<file path="src/hdl/psh_pkg.sv">
// Package for the packet segmenter with header insertion.
// Holds shared widths, header constants, register codes and the front-to-back command.
// No dependencies.
package psh_pkg;

	localparam int HEADER_BYTES     = 20;
	localparam int HDR_IDX_BITS     = $clog2(HEADER_BYTES);
	localparam int MAX_PAYLOAD_BITS = 14;
	localparam int DATA_ID_BITS     = 16;
	localparam int TICK_BITS        = 64;
	localparam int INDEX_BITS       = 32;
	localparam int CFG_INDEX_BITS   = 2;
	localparam int CFG_DATA_BITS    = 16;
	localparam int QUEUE_DEPTH      = 2;
	localparam int QUEUE_PTR_BITS   = $clog2(QUEUE_DEPTH);
	localparam int QUEUE_CNT_BITS   = $clog2(QUEUE_DEPTH + 1);

	localparam logic [MAX_PAYLOAD_BITS-1:0] MAX_PAYLOAD_RESET = 14'd1420;
	localparam logic [DATA_ID_BITS-1:0]     DATA_ID_RESET     = 16'h7777;

	localparam logic [7:0] LB_MAGIC_0 = 8'd123;
	localparam logic [7:0] LB_VERSION = 8'd1;
	localparam logic [7:0] LB_CHAR_B  = 8'h42;
	localparam logic [7:0] LB_CHAR_L  = 8'h4c;
	localparam logic [7:0] RE_VERSION = 8'h01;

	typedef enum logic [CFG_INDEX_BITS-1:0] {
		REG_MAX_PAYLOAD = 2'd0,
		REG_DATA_ID     = 2'd1
	} cfg_reg_t;

	typedef struct packed {
		logic [7:0]              data_byte;
		logic                    need_hdr;
		logic [TICK_BITS-1:0]    tick;
		logic [DATA_ID_BITS-1:0] data_id;
		logic                    last_pkt;
		logic                    first_pkt;
		logic [INDEX_BITS-1:0]   pkt_index;
		logic                    pkt_end;
		logic                    buf_end;
	} cmd_t;

endpackage

</file>
<file path="src/hdl/psh_in_if.sv">
// Input byte channel: valid/ready handshake with byte, buffer length and tick.
// Depends on psh_pkg.
interface psh_in_if #(parameter int LENGTH_BITS = 20);
	import psh_pkg::*;

	logic                   valid;
	logic                   ready;
	logic [7:0]             data_byte;
	logic [LENGTH_BITS-1:0] buffer_length;
	logic [TICK_BITS-1:0]   event_tick;

	modport source (output valid, output data_byte, output buffer_length, output event_tick,
		input ready);
	modport sink (input valid, input data_byte, input buffer_length, input event_tick,
		output ready);
endinterface

</file>
<file path="src/hdl/psh_out_if.sv">
// Output word channel: valid/ready handshake with packet byte and framing flags.
// No dependencies.
interface psh_out_if;
	logic       valid;
	logic       ready;
	logic [7:0] out_byte;
	logic       is_header;
	logic       packet_start;
	logic       packet_end;
	logic       buffer_end;
	logic       last_of_run;

	modport source (output valid, output out_byte, output is_header, output packet_start,
		output packet_end, output buffer_end, output last_of_run, input ready);
	modport sink (input valid, input out_byte, input is_header, input packet_start,
		input packet_end, input buffer_end, input last_of_run, output ready);
endinterface

</file>
<file path="src/hdl/psh_front.sv">
// Front end: configuration registers, buffer and packet accounting, command build.
// Depends on psh_pkg.
module psh_front #(
	parameter int LENGTH_BITS = 20
) (
	input  logic                          clk,
	input  logic                          arst_n,
	input  logic                          cfg_wr_en,
	input  logic [psh_pkg::CFG_INDEX_BITS-1:0] cfg_index,
	input  logic [psh_pkg::CFG_DATA_BITS-1:0]  cfg_data,
	input  logic                          in_valid,
	output logic                          in_ready,
	input  logic [7:0]                    in_data_byte,
	input  logic [LENGTH_BITS-1:0]        in_buffer_length,
	input  logic [psh_pkg::TICK_BITS-1:0] in_event_tick,
	output logic                          cmd_valid,
	input  logic                          cmd_ready,
	output psh_pkg::cmd_t                 cmd
);
	import psh_pkg::*;

	localparam int CW = (LENGTH_BITS > MAX_PAYLOAD_BITS) ? LENGTH_BITS : MAX_PAYLOAD_BITS;

	logic [MAX_PAYLOAD_BITS-1:0] max_payload_q;
	logic [DATA_ID_BITS-1:0]     data_id_q;
	logic [LENGTH_BITS-1:0]      bytes_rem_q;
	logic [MAX_PAYLOAD_BITS-1:0] pkt_left_q;
	logic [INDEX_BITS-1:0]       pkt_index_q;
	logic [TICK_BITS-1:0]        tick_q;
	logic                        first_q;

	logic                        open_buf;
	logic                        accept;
	logic [LENGTH_BITS-1:0]      rem_cur;
	logic [MAX_PAYLOAD_BITS-1:0] left_cur;
	logic [INDEX_BITS-1:0]       index_cur;
	logic [TICK_BITS-1:0]        tick_cur;
	logic                        first_cur;
	logic                        need_hdr;
	logic [MAX_PAYLOAD_BITS-1:0] lim;
	logic [MAX_PAYLOAD_BITS-1:0] n;
	logic                        last_pkt;
	logic [MAX_PAYLOAD_BITS-1:0] left_new;
	logic [LENGTH_BITS-1:0]      rem_new;

	always_ff @(posedge clk or negedge arst_n) begin
		if (!arst_n) begin
			max_payload_q <= MAX_PAYLOAD_RESET;
			data_id_q     <= DATA_ID_RESET;
		end else if (cfg_wr_en) begin
			unique case (cfg_reg_t'(cfg_index))
				REG_MAX_PAYLOAD: max_payload_q <= cfg_data[MAX_PAYLOAD_BITS-1:0];
				REG_DATA_ID:     data_id_q     <= cfg_data[DATA_ID_BITS-1:0];
				default: ;
			endcase
		end
	end

	assign open_buf  = (bytes_rem_q != '0);
	assign rem_cur   = open_buf ? bytes_rem_q :
		((in_buffer_length == '0) ? LENGTH_BITS'(1) : in_buffer_length);
	assign left_cur  = open_buf ? pkt_left_q : '0;
	assign index_cur = open_buf ? pkt_index_q : '0;
	assign tick_cur  = open_buf ? tick_q : in_event_tick;
	assign first_cur = open_buf ? first_q : 1'b1;
	assign need_hdr  = (left_cur == '0);
	assign lim       = (max_payload_q == '0) ? MAX_PAYLOAD_BITS'(1) : max_payload_q;
	assign n         = (CW'(rem_cur) > CW'(lim)) ? lim : MAX_PAYLOAD_BITS'(rem_cur);
	assign last_pkt  = (CW'(n) == CW'(rem_cur));
	assign left_new  = (need_hdr ? n : left_cur) - MAX_PAYLOAD_BITS'(1);
	assign rem_new   = rem_cur - LENGTH_BITS'(1);

	assign in_ready  = cmd_ready;
	assign cmd_valid = in_valid;
	assign accept    = in_valid && cmd_ready;

	always_comb begin
		cmd.data_byte = in_data_byte;
		cmd.need_hdr  = need_hdr;
		cmd.tick      = tick_cur;
		cmd.data_id   = data_id_q;
		cmd.last_pkt  = last_pkt;
		cmd.first_pkt = first_cur;
		cmd.pkt_index = index_cur;
		cmd.pkt_end   = (left_new == '0);
		cmd.buf_end   = (rem_new == '0);
	end

	always_ff @(posedge clk or negedge arst_n) begin
		if (!arst_n) begin
			bytes_rem_q <= '0;
			pkt_left_q  <= '0;
			pkt_index_q <= '0;
			tick_q      <= '0;
			first_q     <= 1'b1;
		end else if (accept) begin
			bytes_rem_q <= rem_new;
			pkt_left_q  <= left_new;
			pkt_index_q <= need_hdr ? index_cur + INDEX_BITS'(1) : index_cur;
			tick_q      <= tick_cur;
			first_q     <= need_hdr ? 1'b0 : first_cur;
		end
	end
endmodule

</file>
<file path="src/hdl/psh_queue.sv">
// Short command queue between front and back ends.
// Depends on psh_pkg.
module psh_queue (
	input  logic          clk,
	input  logic          arst_n,
	input  logic          push_valid,
	output logic          push_ready,
	input  psh_pkg::cmd_t push_data,
	output logic          pop_valid,
	input  logic          pop_ready,
	output psh_pkg::cmd_t pop_data
);
	import psh_pkg::*;

	cmd_t                      entry_q [QUEUE_DEPTH];
	logic [QUEUE_PTR_BITS-1:0] wr_ptr_q;
	logic [QUEUE_PTR_BITS-1:0] rd_ptr_q;
	logic [QUEUE_CNT_BITS-1:0] count_q;
	logic                      push;
	logic                      pop;

	assign push_ready = (count_q != QUEUE_CNT_BITS'(QUEUE_DEPTH));
	assign pop_valid  = (count_q != '0);
	assign pop_data   = entry_q[rd_ptr_q];
	assign push       = push_valid && push_ready;
	assign pop        = pop_valid && pop_ready;

	always_ff @(posedge clk) begin
		if (push) begin
			entry_q[wr_ptr_q] <= push_data;
		end
	end

	always_ff @(posedge clk or negedge arst_n) begin
		if (!arst_n) begin
			wr_ptr_q <= '0;
			rd_ptr_q <= '0;
			count_q  <= '0;
		end else begin
			if (push) begin
				wr_ptr_q <= wr_ptr_q + QUEUE_PTR_BITS'(1);
			end
			if (pop) begin
				rd_ptr_q <= rd_ptr_q + QUEUE_PTR_BITS'(1);
			end
			if (push && !pop) begin
				count_q <= count_q + QUEUE_CNT_BITS'(1);
			end else if (pop && !push) begin
				count_q <= count_q - QUEUE_CNT_BITS'(1);
			end
		end
	end
endmodule

</file>
<file path="src/hdl/psh_back.sv">
// Back end: header sequencer and output register.
// Depends on psh_pkg.
module psh_back (
	input  logic          clk,
	input  logic          arst_n,
	input  logic          cmd_valid,
	output logic          cmd_ready,
	input  psh_pkg::cmd_t cmd,
	output logic          out_valid,
	input  logic          out_ready,
	output logic [7:0]    out_byte,
	output logic          out_is_header,
	output logic          out_packet_start,
	output logic          out_packet_end,
	output logic          out_buffer_end,
	output logic          out_last_of_run
);
	import psh_pkg::*;

	logic [HDR_IDX_BITS-1:0] hdr_cnt_q;
	logic                    hdr_done_q;
	logic                    out_valid_q;
	logic [7:0]              byte_q;
	logic                    is_header_q;
	logic                    start_q;
	logic                    pend_q;
	logic                    bend_q;
	logic                    last_q;

	logic [7:0]              hb [HEADER_BYTES];
	logic                    in_hdr;
	logic                    load;

	always_comb begin
		hb[0]  = LB_MAGIC_0;
		hb[1]  = LB_VERSION;
		hb[2]  = LB_CHAR_B;
		hb[3]  = LB_CHAR_L;
		for (int i = 0; i < 8; i++) begin
			hb[4 + i] = cmd.tick[(7 - i) * 8 +: 8];
		end
		hb[12] = cmd.data_id[15:8];
		hb[13] = cmd.data_id[7:0];
		hb[14] = {cmd.last_pkt, cmd.first_pkt, 6'b0};
		hb[15] = RE_VERSION;
		hb[16] = cmd.pkt_index[31:24];
		hb[17] = cmd.pkt_index[23:16];
		hb[18] = cmd.pkt_index[15:8];
		hb[19] = cmd.pkt_index[7:0];
	end

	assign in_hdr    = cmd.need_hdr && !hdr_done_q;
	assign load      = cmd_valid && (!out_valid_q || out_ready);
	assign cmd_ready = load && !in_hdr;

	always_ff @(posedge clk or negedge arst_n) begin
		if (!arst_n) begin
			hdr_cnt_q   <= '0;
			hdr_done_q  <= 1'b0;
			out_valid_q <= 1'b0;
		end else begin
			if (load) begin
				out_valid_q <= 1'b1;
				if (in_hdr) begin
					if (hdr_cnt_q == HDR_IDX_BITS'(HEADER_BYTES - 1)) begin
						hdr_cnt_q  <= '0;
						hdr_done_q <= 1'b1;
					end else begin
						hdr_cnt_q <= hdr_cnt_q + HDR_IDX_BITS'(1);
					end
				end else begin
					hdr_done_q <= 1'b0;
				end
			end else if (out_ready) begin
				out_valid_q <= 1'b0;
			end
		end
	end

	always_ff @(posedge clk) begin
		if (load) begin
			byte_q      <= in_hdr ? hb[hdr_cnt_q] : cmd.data_byte;
			is_header_q <= in_hdr;
			start_q     <= in_hdr && (hdr_cnt_q == '0);
			pend_q      <= !in_hdr && cmd.pkt_end;
			bend_q      <= !in_hdr && cmd.buf_end;
			last_q      <= !in_hdr;
		end
	end

	assign out_valid        = out_valid_q;
	assign out_byte         = byte_q;
	assign out_is_header    = is_header_q;
	assign out_packet_start = start_q;
	assign out_packet_end   = pend_q;
	assign out_buffer_end   = bend_q;
	assign out_last_of_run  = last_q;
endmodule

</file>
<file path="src/hdl/packet_segmenter_header_insert_top.sv">
// Top level of the packet segmenter with header insertion.
// Depends on psh_pkg, psh_in_if, psh_out_if, psh_front, psh_queue, psh_back.
//
//   channel   dir  contents                                    handshake
//   in_ch     in   data_byte, buffer_length, event_tick        valid/ready
//   out_ch    out  out_byte, is_header, packet_start, ...      valid/ready
//   cfg       in   cfg_wr_en, cfg_index, cfg_data              write strobe
//
// One output word per cycle while the output is not stalled; the first byte of a
// packet comes after 20 header words from the back-end sequencer.
// Input accepts one byte per cycle while the two-entry command queue has room.
// Either side may stall independently; the output register holds until taken.
// Reset clears all accounting; registers return to their default values.
module packet_segmenter_header_insert_top #(
	parameter int LENGTH_BITS = 20
) (
	input  logic                               clk,
	input  logic                               arst_n,
	input  logic                               cfg_wr_en,
	input  logic [psh_pkg::CFG_INDEX_BITS-1:0] cfg_index,
	input  logic [psh_pkg::CFG_DATA_BITS-1:0]  cfg_data,
	psh_in_if.sink                             in_ch,
	psh_out_if.source                          out_ch
);
	import psh_pkg::*;

	logic cmd_valid;
	logic cmd_ready;
	cmd_t cmd;
	logic q_valid;
	logic q_ready;
	cmd_t q_cmd;

	psh_front #(
		.LENGTH_BITS(LENGTH_BITS)
	) u_front (
		.clk              (clk),
		.arst_n           (arst_n),
		.cfg_wr_en        (cfg_wr_en),
		.cfg_index        (cfg_index),
		.cfg_data         (cfg_data),
		.in_valid         (in_ch.valid),
		.in_ready         (in_ch.ready),
		.in_data_byte     (in_ch.data_byte),
		.in_buffer_length (in_ch.buffer_length),
		.in_event_tick    (in_ch.event_tick),
		.cmd_valid        (cmd_valid),
		.cmd_ready        (cmd_ready),
		.cmd              (cmd)
	);

	psh_queue u_queue (
		.clk        (clk),
		.arst_n     (arst_n),
		.push_valid (cmd_valid),
		.push_ready (cmd_ready),
		.push_data  (cmd),
		.pop_valid  (q_valid),
		.pop_ready  (q_ready),
		.pop_data   (q_cmd)
	);

	psh_back u_back (
		.clk              (clk),
		.arst_n           (arst_n),
		.cmd_valid        (q_valid),
		.cmd_ready        (q_ready),
		.cmd              (q_cmd),
		.out_valid        (out_ch.valid),
		.out_ready        (out_ch.ready),
		.out_byte         (out_ch.out_byte),
		.out_is_header    (out_ch.is_header),
		.out_packet_start (out_ch.packet_start),
		.out_packet_end   (out_ch.packet_end),
		.out_buffer_end   (out_ch.buffer_end),
		.out_last_of_run  (out_ch.last_of_run)
	);
endmodule
</file>
<file path="src/flat_wrapper.sv">
// flat-port wrapper written by rule: the top's interface ports become plain ports
module packet_segmenter_header_insert_top_flat import psh_pkg::*;
#(
	parameter int LENGTH_BITS = 20
)
  (clk, arst_n, cfg_wr_en, cfg_index, cfg_data, in_ch_valid, in_ch_data_byte, in_ch_buffer_length, in_ch_event_tick, in_ch_ready, out_ch_valid, out_ch_out_byte, out_ch_is_header, out_ch_packet_start, out_ch_packet_end, out_ch_buffer_end, out_ch_last_of_run, out_ch_ready);
  psh_in_if #(.LENGTH_BITS(LENGTH_BITS)) in_ch_i ();
  psh_out_if out_ch_i ();
  input  logic clk;
  input  logic arst_n;
  input  logic cfg_wr_en;
  input  logic [psh_pkg::CFG_INDEX_BITS-1:0] cfg_index;
  input  logic [psh_pkg::CFG_DATA_BITS-1:0] cfg_data;
  input wire logic [$bits(in_ch_i.valid)-1:0] in_ch_valid;
  input wire logic [$bits(in_ch_i.data_byte)-1:0] in_ch_data_byte;
  input wire logic [$bits(in_ch_i.buffer_length)-1:0] in_ch_buffer_length;
  input wire logic [$bits(in_ch_i.event_tick)-1:0] in_ch_event_tick;
  output wire logic [$bits(in_ch_i.ready)-1:0] in_ch_ready;
  output wire logic [$bits(out_ch_i.valid)-1:0] out_ch_valid;
  output wire logic [$bits(out_ch_i.out_byte)-1:0] out_ch_out_byte;
  output wire logic [$bits(out_ch_i.is_header)-1:0] out_ch_is_header;
  output wire logic [$bits(out_ch_i.packet_start)-1:0] out_ch_packet_start;
  output wire logic [$bits(out_ch_i.packet_end)-1:0] out_ch_packet_end;
  output wire logic [$bits(out_ch_i.buffer_end)-1:0] out_ch_buffer_end;
  output wire logic [$bits(out_ch_i.last_of_run)-1:0] out_ch_last_of_run;
  input wire logic [$bits(out_ch_i.ready)-1:0] out_ch_ready;
  assign in_ch_i.valid = in_ch_valid;
  assign in_ch_i.data_byte = in_ch_data_byte;
  assign in_ch_i.buffer_length = in_ch_buffer_length;
  assign in_ch_i.event_tick = in_ch_event_tick;
  assign in_ch_ready = in_ch_i.ready;
  assign out_ch_valid = out_ch_i.valid;
  assign out_ch_out_byte = out_ch_i.out_byte;
  assign out_ch_is_header = out_ch_i.is_header;
  assign out_ch_packet_start = out_ch_i.packet_start;
  assign out_ch_packet_end = out_ch_i.packet_end;
  assign out_ch_buffer_end = out_ch_i.buffer_end;
  assign out_ch_last_of_run = out_ch_i.last_of_run;
  assign out_ch_i.ready = out_ch_ready;
  packet_segmenter_header_insert_top #(.LENGTH_BITS(LENGTH_BITS)) u_core (.clk(clk), .arst_n(arst_n), .cfg_wr_en(cfg_wr_en), .cfg_index(cfg_index), .cfg_data(cfg_data), .in_ch(in_ch_i), .out_ch(out_ch_i));
endmodule
</file>
<file path="config.mk">
export PLATFORM = sky130hd
export DESIGN_NAME = packet_segmenter_header_insert_top_flat
export DESIGN_NICKNAME = d
export VERILOG_FILES = /design/src/hdl/psh_pkg.sv /design/src/hdl/psh_in_if.sv /design/src/hdl/psh_out_if.sv /design/src/hdl/psh_front.sv /design/src/hdl/psh_queue.sv /design/src/hdl/psh_back.sv /design/src/hdl/packet_segmenter_header_insert_top.sv /design/src/flat_wrapper.sv
export SDC_FILE = /design/constraint.sdc
export NUM_CORES = 1
export LEC_CHECK = 0
export ABC_CLOCK_PERIOD_IN_PS = 11100
export BUFFER_PORTS_ARGS = -buffer_cell sky130_fd_sc_hd__buf_2
export CAP_MARGIN = 25
export CORE_MARGIN = 8
export CORE_UTILIZATION = 25
export DETAILED_ROUTE_END_ITERATION = 12
export GPL_TIMING_DRIVEN = 0
export SYNTH_ARGS = -nofsm -noshare
export SYNTH_HDL_FRONTEND = slang
export SYNTH_SLANG_ARGS = --single-unit
</file>
<file path="constraint.sdc">
create_clock -name clk -period 11.1 [get_ports clk]
set_input_delay 1.665 -clock clk [delete_from_list [all_inputs] [get_ports clk]]
set_output_delay 1.665 -clock clk [all_outputs]
set_load 0.005 [all_outputs]
</file>
# After elaboration in Yosys (flattened, before gate mapping)
# Memories as Yosys holds them, arrays and structs flattened.
# Cells that the tools add are included.
[totals]
regBits = 185
ram_bits = 250
inputBits = 115
output_inout_bits = 15
n_memories = 1
[mem_list]
columns = ["memory", "words", "width", "read_ports", "rd_clocked_by_memory_dff", "write_ports", "line_no", "source"]
rows = [
  ["u_core.u_queue.entry_q", 2, 125, 1, 0, 1, "psh_queue.sv:15", "cmd_t entry_q [QUEUE_DEPTH];"],
]
[op_classes]
addsub = 8
n_lt_le_gt_ge = 2
n_eq_ne = 5
mux = 24
bitwise = 1
reduce_logical = 31
[op_table]
columns = ["operator", "count"]
rows = [
  ["$mux W32", 2],
  ["$mux W64", 1],
  ["$mux W14", 4],
  ["$logic_not A14 Y1", 3],
  ["$bmux W8 S5", 1],
  ["$logic_not A20 Y1", 2],
  ["$mux W20", 2],
  ["$add A32 B1 Y32 const B", 1],
  ["$mux W8", 3],
  ["$eq A14 B20 Y1", 1],
  ["$gt A20 B14 Y1", 1],
  ["$reduce_bool A20 Y1", 1],
  ["$sub A20 B1 Y20 const B", 1],
  ["$sub A14 B1 Y14 const B", 1],
  ["$logic_and A1 B1 Y1", 10],
  ["$mux W1", 8],
  ["$reduce_and A2 Y1", 4],
  ["$ge A6 B6 Y1 const B", 1],
  ["$not A5 Y6", 1],
  ["$reduce_bool A2 Y1", 3],
  ["$add A5 B1 Y5 const B", 1],
  ["$eq A5 B5 Y1 const B", 1],
  ["$logic_not A1 Y1", 5],
  ["$logic_not A5 Y1", 1],
  ["other kinds (10)", 12],
]

# Longest topological paths before layout
# Gate-level depths: netlist of the first run.
[depth]
word_depth = 8
mapped_depth = 22

# By module
# A second synthesis of the first run with hierarchy kept.
[unflattened]
hier_cells = 1792
area_unflattened_um2 = 20881.3
[by_module_without_submodules]
columns = ["mod", "instances", "cells_each", "area_each_um2", "seq_area_each_um2"]
rows = [
  ["psh_front", 1, 1200, 9527.9, 4051.4],
  ["psh_queue", 1, 407, 9366.5, 7607.3],
  ["psh_back", 1, 185, 1986.9, 565.5],
]

# Least setup slack after synthesis of the first run
# OpenSTA, ideal clock, no wires.
[synth_path]
path_type = "input port to flip-flop"
startpoint = "input in_ch_valid"
endpoint = "memory u_core.u_queue.entry_q[0][0] in the netlist's numbering, enable pin"
setup_ps = 611
arrival_time_ps = 7386
required_ps = 10489
slack_ps = 3103
path_stages = 4
n_path_buf = 2
path_cell_list = "nand2_1 clkbuf_1 clkbuf_1 nor2_1"
[synth_via]
elab_chain_len = 3
[synth_rtl]
columns = ["element", "line_no", "source"]
rows = [
  ["from (decl)", "flat_wrapper.sv:14", "input wire logic [$bits(in_ch_i.valid)-1:0] in_ch_valid;"],
  ["$logic_and A1 B1 Y1", "psh_queue.sv:25", "assign push = push_valid && push_ready;"],
  ["$mux W1", "psh_queue.sv:29", "if (push) begin"],
  ["$mux W1 (not written as such)", "psh_queue.sv:30", "entry_q[wr_ptr_q] <= push_data;"],
  ["to (decl)", "psh_queue.sv:15", ""],
]
# Every way passes these cells.

==> flow_metrics.py, run 1 <==
metrics = {
    "outcome": {
        "status": "finished clean",
    },
    "pwr": {
        "switchingPower_mw": 2.23,
        "pwr-share-seq_pct": 40.4,
        "power.leakage_nw": 9.62,
        "power_frac_comb_pct": 34.1,
        "powerDensity_nw_per_um2": 259,
        "p_clk_share_pct": 25.5,
        "power.internal_mw": 4.04,
        "total_power_mw": 6.27,
        "switching_share_pct": 35.5,
        "ir_worst_vdd_mv": 0.114,
    },
    "drt": {
        "drt-initial-drc-count": 1492,
        "num_vias": 14700,
        "route.met2.wl_mm": 28.5,
        "m1WireLength_mm": 26.1,
        "highest_layer": "met5",
        "drc_errors": 0,
        "wl_met3_mm": 4.23,
        "routed_via_density": 4.75,
        "wl_per_cell_um": 19.5,
        "firstDrtPassIters": 5,
        "antenna_left": 0,
        "wl_mm": 60.3,
    },
    "layout": {
        "syn2layout_area_growth_pct": 19.1,
        "drive_gt1_share_pct": 16.2,
        "stdcell_area_sq_um": 24200,
        "layout.nets": 2126,
        "finalNonFillerCells": 3090,
    },
    "clocking": {
        "postCtsSetupBuffers": 0,
        "cts.reportedPaths.clkPinSlew_ns": 0.06,
        "cts_root_buffer": "clkbuf_16",
        "cts_buffer_depth": 3,
        "cts_buffers": 46,
        "clk_latency_ns": 0.59,
        "cts_resized": 0,
        "cts_tree": "built",
        "ctsHoldBuffers": 0,
        "cts_sinks": 435,
        "htreeDepth": 2,
    },
    "yosys": {
        "syn_avg_cell_area_sq_um": 11.3,
        "yosys_warnings": 0,
        "synth_xor_area_share_pct": 2.89,
        "yosys-top-cells-area": "edfxtp_1 39%, dfrtp_1 19%, nand2_1 10%",
        "ys_seq_elements": 435,
        "synthArstFlopShare_pct": 39.5,
        "synthAdderAreaFrac_pct": 1.42,
        "syn_inst": 1794,
        "synth_area_leader_cell": "edfxtp_1",
        "synth_compound_area_share_pct": 6.81,
        "synth.area.mux_share_pct": 8.49,
        "synthFlopType": "edfxtp_1",
        "yosys.area_share.simple_pct": 17.9,
        "synth_top_cell_area_share_pct": 38.8,
        "seq_area_frac_synth_pct": 60.1,
        "syn_nets": 1932,
        "syn_area_sq_um": 20300,
        "synth-edff-count": 263,
        "synth_cell_types": 78,
        "synth_top_family_by_area": "simple AND/OR/NAND/NOR gates",
    },
    "place": {
        "gp_congestion": 0.912,
        "port_buffers": 129,
        "place_ws_ns": 3.04,
        "post-dp-hpwl_mm": 44.9,
        "dp_cells": 2996,
        "placed_area_sq_um": 22600,
    },
    "critical_path": {
        "cpMaxStageDelayCell": "a21oi_1",
        "path_buf_inv": 5,
        "slowest_delay_ns": 0.79,
        "cp_top_family": "simple AND/OR/NAND/NOR gates",
        "path_cells": "buf_2 > or3_1 > clkbuf_1 > or3_1 > nor2_1 > nor2_1 > a21oi_1 > inv_1 > ha_1 > o21ai_0 > nor2_1 > a211oi_1 > nand2_1 > clkbuf_1 > and3_1 > a211oi_1 > ha_1 > inv_1 > xnor2_1 > nor4bb_1 > o211ai_1 > and4bb_1",
        "crit_start": "in_ch_buffer_length[14]",
        "path_common_cell": "nor2_1",
        "crit_arrival_ns": 8.08,
        "start_kind": "input port",
        "crit_type": "input port to register",
        "worstSetupEndpointType": "register",
        "timing.rr.start": "u_core.u_front.bytes_rem_q[6]",
        "cp.required_ns": 11.51,
        "path_max_fanout": 10,
    },
    "worst_hold_path": {
        "worstHoldStart": "u_core.u_front.tick_q[10]",
        "hold_path_class": "register to register",
    },
    "global_route": {
        "grt_max_degree": 69,
        "grt_pass1_vias": 14500,
        "grt_pass1_wl_mm": 91.5,
        "antenna_found_initial": 21,
        "grt_overflow_total": 0,
        "globalRouteTotalUtil_pct": 13.0,
    },
    "floorplan": {
        "die_w_um": 301,
        "die_h_um": 301,
        "num_rows": 104,
        "pin_count": 130,
        "die_area_sq_um": 90700,
        "initial_utilization_pct": 25.2,
        "core_sq_um": 80500,
    },
    "timing": {
        "finalHoldViolCount": 0,
        "max_slew.worst_pin.slew_ns": 1.05,
        "finalSetupViolCount": 0,
        "report.final.slew_viol_count": 0,
        "layout_setup_ws_ns": 3.43,
        "fin_crit_sh_pct": 69.1,
        "rsz0062_at_grt": "no",
        "slew-limit-headroom_pct": 30.3,
        "finalHoldWorstSlack_ns": 0.473,
        "fmax_ghz": 0.130,
        "finalCriticalPeriod_ns": 7.67,
        "fin_skew_ns": 0.0339,
    },
    "job": {
        "cap_violations": 0,
    },
}
[worst register-to-register path, stage by stage (launching register included)]
cell and delay [ns]:
dfrtp_1 0.48, nor4_2 0.56, nand4_1 0.38, nor2_1 0.55
clkbuf_1 0.50, a21oi_1 0.38, inv_1 0.35, ha_1 0.23
nand4_1 0.12, or3_1 0.35, a211oi_1 0.33, o22ai_1 0.21
nand2_1 0.15, clkbuf_1 0.37, nor3_1 0.13, a311oi_1 0.56
nand4_1 0.36, nor4_1 0.64, a311oi_1 0.20, a21o_1 0.19
[cells by family (layout without fill, tap and decap cells)]
group	count (synthesis)	after routing
AO/OA/AOI/OAI	208	208
XOR/XNOR	67	67
adder cells (fa/ha/maj)	23	23
buffers and inverters	128	360
flip-flops	435	435
multiplexers	110	110
other	0	4
AND/OR/NAND/NOR	823	823
[per-layer routing]
metal  global-route usage, %  vias up
met2                    21.4      531
met4                    3.25        6
met1                    17.5     7237
met5                       0        -
met3                    2.52      116
li1                        -     6798
[final cells by class]
type                            count  area, sq um
Fill cell                        8137        56300
Timing Repair Buffer              146          968
Sequential cell                   435        12200
Multi-Input combinational cell   1231         7630
Antenna cell                        4         10.0
Clock inverter                     34          394
Inverter                           43          161
Buffer                             85          325
Tap cell                         1060         1330
Clock buffer                       52         1170
[final timing paths]
| check | endpoint | slack, ns | cells after the start |
|---|---|---|---|
| worst max-delay path | u_core.u_queue.entry_q[1][1] | 3.43 | 22 |
| worst min-delay path | u_core.u_front.tick_q[10] | 0.47 | 2 |
| worst max register to register | u_core.u_front.pkt_left_q[13] | 3.96 | 19 |
| worst min register to register | u_core.u_front.tick_q[10] | 0.47 | 2 |
| max in group asynchronous | u_core.u_front.data_id_q[12] | 9.30 | 2 |
| min in group asynchronous | u_core.u_front.bytes_rem_q[4] | 1.02 | 1 |
[synth_stat cells, types with 29 or more instances]
| master | count |
|---|---|
| a21oi_1 | 38 |
| nor2_1 | 73 |
| clkbuf_1 | 66 |
| edfxtp_1 | 263 |
| inv_1 | 41 |
| xnor2_1 | 44 |
| mux2i_1 | 42 |
| mux4_2 | 48 |
| nand3_1 | 32 |
| dfrtp_1 | 154 |
| nor3_1 | 29 |
| nand2_1 | 555 |
| o21ai_0 | 69 |
| and2_1 | 29 |
[sequential cells by signal, indices dropped and copies added (netlist names), 2 cells and up]
| register | flops |
|---|---|
| u_core.u_queue.entry_q | 250 |
| u_core.u_front.pkt_index_q | 32 |
| u_core.u_back.hdr_cnt_q | 5 |
| u_core.u_front.data_id_q | 16 |
| u_core.u_front.bytes_rem_q | 20 |
| u_core.u_front.pkt_left_q | 14 |
| u_core.u_front.max_payload_q | 14 |
| u_core.u_queue.count_q | 2 |
| u_core.u_back.out_byte | 8 |
| u_core.u_front.tick_q | 64 |
[power groups by stage]
| stage | clock network (mW) | registers, mW | logic [mW] |
|---|---|---|---|
| after floorplan | 0 | 2.53 | 1.38 |
| after global placement | 0 | 2.62 | 2.05 |
| after detailed placement | 0 | 2.56 | 2.12 |
| after CTS | 1.63 | 2.53 | 2.13 |
| after global routing | 1.69 | 2.58 | 2.34 |
| final | 1.60 | 2.53 | 2.14 |
[layout by cell type, fill, tap and decap left out, types with 12 or more instances in the layout]
master       n
a21oi_1     38
and2_1      29
buf_1       16
buf_2      131
clkbuf_1    72
clkbuf_16   46
clkinv_2    12
dfrtp_1    154
dfstp_2     18
edfxtp_1   263
ha_1        23
inv_1       41
mux2_2      20
mux2i_1     42
mux4_2      48
nand2_1    555
nand3_1     32
nand4_1     23
nor2_1      71
nor3_1      29
nor4_1      16
o21ai_0     69
xnor2_1     44
xor2_1      23
[metrics by stage]
stage          setup TNS [ns]  utilization (%)
2_1_floorplan               0                -
3_3_place_gp          -100.44             27.7
3_5_place_dp                0             28.1
4_1_cts                     0             30.0
5_1_grt                     0             30.1
6_report                    0             30.1
(Power assumes the default switching activity.)
==> inputs of run 2 (changes only) <==
--- a/config.mk
+++ b/config.mk
@@ -5,7 +5,7 @@
 export SDC_FILE = /design/constraint.sdc
 export NUM_CORES = 1
 export LEC_CHECK = 0
-export ABC_CLOCK_PERIOD_IN_PS = 11100
+export ABC_CLOCK_PERIOD_IN_PS = 6200
 export BUFFER_PORTS_ARGS = -buffer_cell sky130_fd_sc_hd__buf_2
 export CAP_MARGIN = 25
 export CORE_MARGIN = 8
==> constraint.sdc (replaced) <==
create_clock -name clk -period 6.2 [get_ports clk]
set_input_delay 0.93 -clock clk [delete_from_list [all_inputs] [get_ports clk]]
set_output_delay 0.93 -clock clk [all_outputs]
set_load 0.005 [all_outputs]
==> run 2 against run 1 <==
  * Global-route usage down 0.066 points
  * Clock power up 76%
  * Sequential power up 79%
  * Non-clock buffer count up 1
  * Register-to-register slack worse by 3.8 ns
  * Hold slack worse by 0.13 ns
  * Clock skew up 0.0029 ns
  * Critical path depth down 1
  * Worst setup slack worse by 3.3 ns
  * Combinational power up 79%
  * Highest routed layer unchanged
==> flow_metrics.py, run 2 (same netlist as run 1, synthesis figures left out) <==
metrics = {
    "clocking": {
        "cts_root_buffer": "clkbuf_16",
        "htreeDepth": 2,
        "cts_buffer_depth": 3,
        "clk_latency_ns": 0.61,
        "cts_tree": "built",
        "cts.reportedPaths.clkPinSlew_ns": 0.07,
        "cts_buffers": 45,
        "cts_sinks": 435,
    },
    "critical_path": {
        "path_cells": "buf_2 > or3_1 > clkbuf_1 > or3_1 > nor2_2 > nor2_4 > a21oi_4 > inv_2 > ha_1 > nand4_1 > or4_4 > a21o_1 > a2111oi_4 > buf_4 > a211oi_1 > or4b_4 > a2111o_1 > nor4_4 > a31oi_1 > o211ai_1 > and4bb_1",
        "start_kind": "input port",
        "crit_type": "input port to register",
        "cp_top_family": "simple AND/OR/NAND/NOR gates",
        "r2r_cells": 20,
        "rrSetupSlack_ns": 0.16,
        "cpMaxStageDelayCell": "or4b_4",
        "path_max_fanout": 8,
        "worstSetupEndpointType": "register",
        "path_buf_inv": 4,
        "cp.depth": 21,
        "path_common_cell": "or3_1",
        "r2r-end": "u_core.u_queue.entry_q[0][1]",
        "crit_arrival_ns": 6.36,
        "cp.required_ns": 6.52,
        "slowest_delay_ns": 0.58,
        "timing.rr.start": "u_core.u_front.bytes_rem_q[15]",
    },
    "drt": {
        "firstDrtPassIters": 5,
        "drc_errors": 0,
        "drt-initial-drc-count": 1448,
        "num_vias": 14500,
        "wl_per_cell_um": 19.5,
        "antenna_left": 0,
        "routed_via_density": 4.71,
        "wl_mm": 60.1,
    },
    "layout": {
        "drive_gt1_share_pct": 17.4,
        "nFillCells": 8218,
        "reg_top3": "u_core.u_queue.entry_q x250, u_core.u_front.tick_q x64, u_core.u_front.pkt_index_q x32",
        "syn2layout_area_growth_pct": 19.5,
        "regMostFlops": "u_core.u_queue.entry_q",
        "mostFrequentLayoutCells": "554 x nand2_1, 263 x edfxtp_1, 154 x dfrtp_1",
        "layout.nets": 2126,
        "layout_commonest_cell": "nand2_1",
        "largest_register_ffs": 250,
        "ff_latch_area_sq_um": 12200,
        "multi_input_area_sq_um": 7750,
        "post-route-util_pct": 30.2,
    },
    "global_route": {
        "antenna_found_initial": 21,
        "globalRouteTotalUtil_pct": 12.9,
        "grt_max_degree": 92,
        "grt_overflow_total": 0,
        "grt_pass1_vias": 14400,
        "grt_pass1_wl_mm": 90.8,
    },
    "timing": {
        "finalSetupTns_ns": 0,
        "finalHoldViolCount": 0,
        "fin_crit_sh_pct": 97.4,
        "slew-limit-headroom_pct": 30.7,
        "max_slew.worst_pin.slew_ns": 1.04,
        "fin_skew_ns": 0.0368,
        "finalCriticalPeriod_ns": 6.04,
        "fmax_ghz": 0.166,
        "report.final.slew_viol_count": 0,
        "finalSetupViolCount": 0,
    },
    "floorplan": {
        "die_h_um": 301,
        "pin_count": 130,
        "initial_utilization_pct": 25.2,
        "core_sq_um": 80500,
        "die_w_um": 301,
        "num_rows": 104,
        "die_area_sq_um": 90700,
    },
    "pwr": {
        "ir_worst_vdd_mv": 0.230,
        "powerDensity_nw_per_um2": 461,
        "power.leakage_nw": 9.61,
    },
    "worst_hold_path": {
        "hold_path_class": "input port to asynchronous set/reset pin",
    },
    "outcome": {
        "status": "finished clean",
    },
    "place": {
        "port_buffers": 129,
        "post-dp-hpwl_mm": 44.3,
        "gp_congestion": 0.914,
    },
    "job": {
        "cap_violations": 0,
    },
}
==> run 2: changes by cell type in the layout (fill, tap and decap cells not counted), moves of 3 or more <==
cell       delta
a211oi_1      -3
a211oi_2      +3
a21oi_1       -6
a21oi_2       +4
buf_4         +6
bufinv_16     -3
clkbuf_8      +5
clkinv_1      -4
clkinv_2      -6
diode_2       +3
nor2_1        -3
==> run 2: area by class of cell <==
class | count | area share [%]
inverters | 43 | 0.665
plain buffers | 85 | 1.36
clock inverters | 24 | 1.27
repair buffers | 147 | 3.79
well taps | 1060 | 5.46
clock buffers | 59 | 5.15
flip-flops and latches | 435 | 50.3
diodes | 7 | 0.0721
multi-input cells | 1231 | 31.9
==> run 2: what timing repair did <==
action,in CTS,in global routing
gates resized for setup,14,17
endpoints found under the setup margin,14,8
pin swaps,1,6
buffers inserted,1,5
hold buffers,0,0
==> run 2: power breakdown <==
part / internal (mW) / switching, mW / leakage, nW
logic: 1.42 / 2.42 / 4.22
clock network: 1.62 / 1.21 / 0.751
registers: 4.14 / 0.401 / 4.64
==> run 2: per-layer routing <==
| layer | GRT usage (%) | wire (um) | share of wire, % | vias to the layer above |
|---|---|---|---|---|
| li1 | - | - | - | 6775 |
| met1 | 17.1 | 26000 | 43 | 7157 |
| met2 | 21.2 | 28300 | 47 | 486 |
| met3 | 2.92 | 4210 | 7.0 | 127 |
| met4 | 3.50 | 1620 | 2.7 | 4 |
| met5 | 0 | 23 | 0.038 | - |
==> run 2: worst register-to-register path, delay by kind of cell, from the launching register on <==
| kind | cells | cell delay, ns |
|---|---|---|
| and+or+nand+nor | 8 | 2.76 |
| AOI/OAI and AO/OA | 7 | 1.59 |
| buffers and inverters | 4 | 0.82 |
| DFF | 1 | 0.43 |
| adders and majority gates | 1 | 0.18 |
==> run 2: how the worst max path moves through the flow <==
stage	from	endpoint
floorplan	in_ch_buffer_length[14]	u_core.u_queue.entry_q[0][1]
global placement	in_ch_valid	u_core.u_queue.entry_q[0][93]
detailed placement	in_ch_buffer_length[14]	u_core.u_queue.entry_q[0][1]
CTS	in_ch_buffer_length[14]	u_core.u_queue.entry_q[0][1]
global route	u_core.u_front.bytes_rem_q[15]	u_core.u_queue.entry_q[0][1]
finish	in_ch_buffer_length[14]	u_core.u_queue.entry_q[0][1]
==> run 2: per-stage QoR <==
stage / std cells / hold slack [ns] / setup slack [ns] / power (mW) / area (sq um)
floorplan: 1794 / 0.437 / 0.274 / 6.98 / 20300
global placement: 2983 / 0.457 / -1.58 / 8.32 / 22300
detailed placement: 2994 / 0.462 / -0.846 / 8.35 / 22500
CTS: 3078 / 0.374 / 0.0237 / 11.2 / 24200
global route: 3087 / 0.381 / -0.0259 / 11.8 / 24300
finish: 3091 / 0.341 / 0.162 / 11.2 / 24300
==> inputs of run 3 (changes only) <==
--- a/config.mk
+++ b/config.mk
@@ -8,7 +8,6 @@
 export ABC_CLOCK_PERIOD_IN_PS = 6200
 export BUFFER_PORTS_ARGS = -buffer_cell sky130_fd_sc_hd__buf_2
 export CAP_MARGIN = 25
-export CORE_MARGIN = 8
 export CORE_UTILIZATION = 25
 export DETAILED_ROUTE_END_ITERATION = 12
 export GPL_TIMING_DRIVEN = 0
==> constraint.sdc (replaced) <==
create_clock -name clk -period 6.2 [get_ports clk]
set_input_delay 0.31 -clock clk [delete_from_list [all_inputs] [get_ports clk]]
set_output_delay 0.31 -clock clk [all_outputs]
set_load 0.005 [all_outputs]
==> run 3 against run 2 <==
  * Sequential power barely moved
  * Critical path depth did not move
  * Worst setup slack improved by 0.11 ns
  * Largest power group unchanged
  * Largest cell class unchanged
  * Hold slack got worse by 0.32 ns
  * Global-route usage rose by 1.8 points
  * Non-clock buffer count rose by 99
  * First-iteration DRC count fell by 14%
  * Power barely moved
==> flow_metrics.py, run 3 (same netlist as run 1, synthesis figures left out) <==
metrics = {
    "pwr": {
        "p_clk_share_pct": 23.9,
        "power.leakage_nw": 9.99,
        "power.internal_mw": 7.14,
        "switching_share_pct": 36.2,
        "switchingPower_mw": 4.05,
        "pwr-share-seq_pct": 40.7,
        "ir_worst_vdd_mv": 0.220,
        "power_frac_comb_pct": 35.5,
        "powerDensity_nw_per_um2": 444,
    },
    "critical_path": {
        "r2r_cells": 21,
        "path_cells": "or3_1 > buf_2 > or2_2 > nor2_4 > buf_6 > a21oi_2 > inv_2 > ha_1 > nand4_1 > or4_4 > a21o_1 > a2111oi_4 > buf_4 > buf_4 > buf_4 > o211ai_1 > a311o_1 > or3_4 > nor4_1 > xor2_1 > and4bb_1",
        "cp.required_ns": 6.52,
        "start_kind": "register",
        "crit_type": "register to register",
        "path_max_fanout": 10,
        "slowest_delay_ns": 0.55,
        "cpMaxStageDelayCell": "or4_4",
        "rrSetupSlack_ns": 0.28,
        "timing.rr.start": "u_core.u_front.bytes_rem_q[14]",
        "worstSetupEndpointType": "register",
        "r2r-end": "u_core.u_queue.entry_q[1][1]",
        "crit_arrival_ns": 6.24,
        "path_common_cell": "buf_4",
    },
    "global_route": {
        "grt_pass1_vias": 14800,
        "antenna_found_initial": 2,
        "grt_pass1_wl_mm": 92.3,
        "grt_overflow_total": 0,
        "globalRouteTotalUtil_pct": 14.7,
        "grt_max_degree": 70,
    },
    "timing": {
        "fin_crit_sh_pct": 95.5,
        "fin_skew_ns": 0.0465,
        "report.final.slew_viol_count": 0,
        "fmax_ghz": 0.169,
        "finalHoldViolCount": 0,
        "finalSetupViolCount": 0,
        "finalCriticalPeriod_ns": 5.92,
        "max_slew.worst_pin.slew_ns": 1.07,
        "slew-limit-headroom_pct": 28.8,
    },
    "layout": {
        "regMostFlops": "u_core.u_queue.entry_q",
        "finalNonFillerCells": 3186,
        "stdcell_area_sq_um": 25200,
        "post-route-util_pct": 31.3,
        "layout_commonest_cell": "nand2_1",
        "layout.nets": 2225,
        "drive_gt1_share_pct": 17.0,
        "syn2layout_area_growth_pct": 23.9,
        "reg_top3": "u_core.u_queue.entry_q x250, u_core.u_front.tick_q x64, u_core.u_front.pkt_index_q x32",
        "mostFrequentLayoutCells": "554 x nand2_1, 263 x edfxtp_1, 154 x dfrtp_1",
        "largest_register_ffs": 250,
    },
    "place": {
        "dp_cells": 2998,
        "port_buffers": 129,
        "post-dp-hpwl_mm": 44.3,
        "placed_area_sq_um": 22600,
        "gp_congestion": 0.919,
    },
    "job": {
        "cap_violations": 0,
    },
    "floorplan": {
        "die_area_sq_um": 82500,
        "die_w_um": 287,
        "initial_utilization_pct": 25.2,
        "pin_count": 130,
        "num_rows": 104,
        "die_h_um": 287,
        "core_sq_um": 80500,
    },
    "drt": {
        "drc_errors": 0,
        "firstDrtPassIters": 7,
        "routed_via_density": 4.72,
        "drt-initial-drc-count": 1243,
        "wl_mm": 60.6,
        "wl_per_cell_um": 19.0,
        "antenna_left": 0,
        "num_vias": 15000,
    },
    "worst_hold_path": {
        "hold_path_class": "input port to register",
        "holdPathEnd": "u_core.u_front.max_payload_q[9]",
        "worstHoldStart": "cfg_data[9]",
        "whs_path_depth": 3,
    },
    "outcome": {
        "status": "finished clean",
    },
    "clocking": {
        "cts.reportedPaths.clkPinSlew_ns": 0.06,
        "cts_sinks": 435,
        "htreeDepth": 2,
        "cts_root_buffer": "clkbuf_16",
        "clk_latency_ns": 0.61,
        "cts_buffers": 45,
        "cts_buffer_depth": 3,
        "cts_tree": "built",
    },
}
-- run 3: cell types whose count changed in the layout (fill, tap and decap cells not counted), sizes merged --
cell / before / now
buf: 167 / 180
bufinv: 4 / 2
clkinv: 15 / 19
clkinvlp: 3 / 4
diode: 7 / 2
dlygate4sd3: 0 / 85
inv: 45 / 44
-- run 3: cell type report --
cell class	instances	area (sq um)
buffer	85	333
clock inverter	26	255
fill	8094	55400
clock buffer	58	1210
multi-input combinational	1231	7740
inverter	43	161
tap	1060	1330
timing repair buffer	246	1920
sequential	435	12200
antenna	2	5.00
-- run 3: worst max-delay path: cells and delay by family (launching register included) --
kind            cells  cell delay (ns)
buf+inv             6             1.02
simple gates        8             2.13
flops               1             0.47
xor+xnor            1             0.15
compound gates      5             1.52
fa+ha+maj           1             0.37
-- run 3: worst max path at each step --
stage	to	slack, ns	start
CTS	u_core.u_queue.entry_q[1][1]	0.07	u_core.u_front.bytes_rem_q[14]
detailed placement	u_core.u_queue.entry_q[0][1]	-0.72	u_core.u_front.bytes_rem_q[6]
global placement	u_core.u_queue.entry_q[0][93]	-1.31	u_core.u_queue.count_q[0]
global route	u_core.u_queue.entry_q[1][1]	-0.01	u_core.u_front.bytes_rem_q[14]
finish	u_core.u_queue.entry_q[1][1]	0.28	u_core.u_front.bytes_rem_q[14]
floorplan	u_core.u_queue.entry_q[0][1]	0.80	u_core.u_front.bytes_rem_q[15]
-- run 3: per-layer routing --
metal | track usage (%) | vias up | wire, um
met5 | 0 | - | 0
met4 | 4.31 | 0 | 1480
met3 | 1.90 | 93 | 3290
met2 | 24.5 | 506 | 29300
met1 | 19.9 | 7449 | 26500
li1 | - | 6995 | -
-- run 3: per-stage QoR --
step | worst slack (ns) | power (mW) | hold slack (ns) | setup TNS, ns
finish | 0.276 | 11.2 | 0.0169 | 0
global route | -0.0149 | 11.8 | 0.0232 | -0.0222
CTS | 0.0678 | 11.2 | 0.00212 | 0
detailed placement | -0.717 | 8.39 | 0.225 | -5.90
global placement | -1.31 | 8.34 | 0.457 | -169.23
floorplan | 0.796 | 6.98 | 0.0144 | 0
-- run 3: what timing repair did --
action                                  CTS  global route
buffers inserted                          1            12
hold endpoints to repair                153             0
pin swaps                                 1             7
hold buffers                             85             0
resized for setup                        13            19
endpoints found under the setup margin   14             7
-- run 3: power by group through the flow --
stage / combinational [mW] / sequential (mW) / clock, mW
floorplan: 2.47 / 4.51 / 0
global placement: 3.69 / 4.65 / 0
detailed placement: 3.82 / 4.58 / 0
CTS: 3.89 / 4.54 / 2.73
global route: 4.33 / 4.64 / 2.85
finish: 3.97 / 4.55 / 2.67
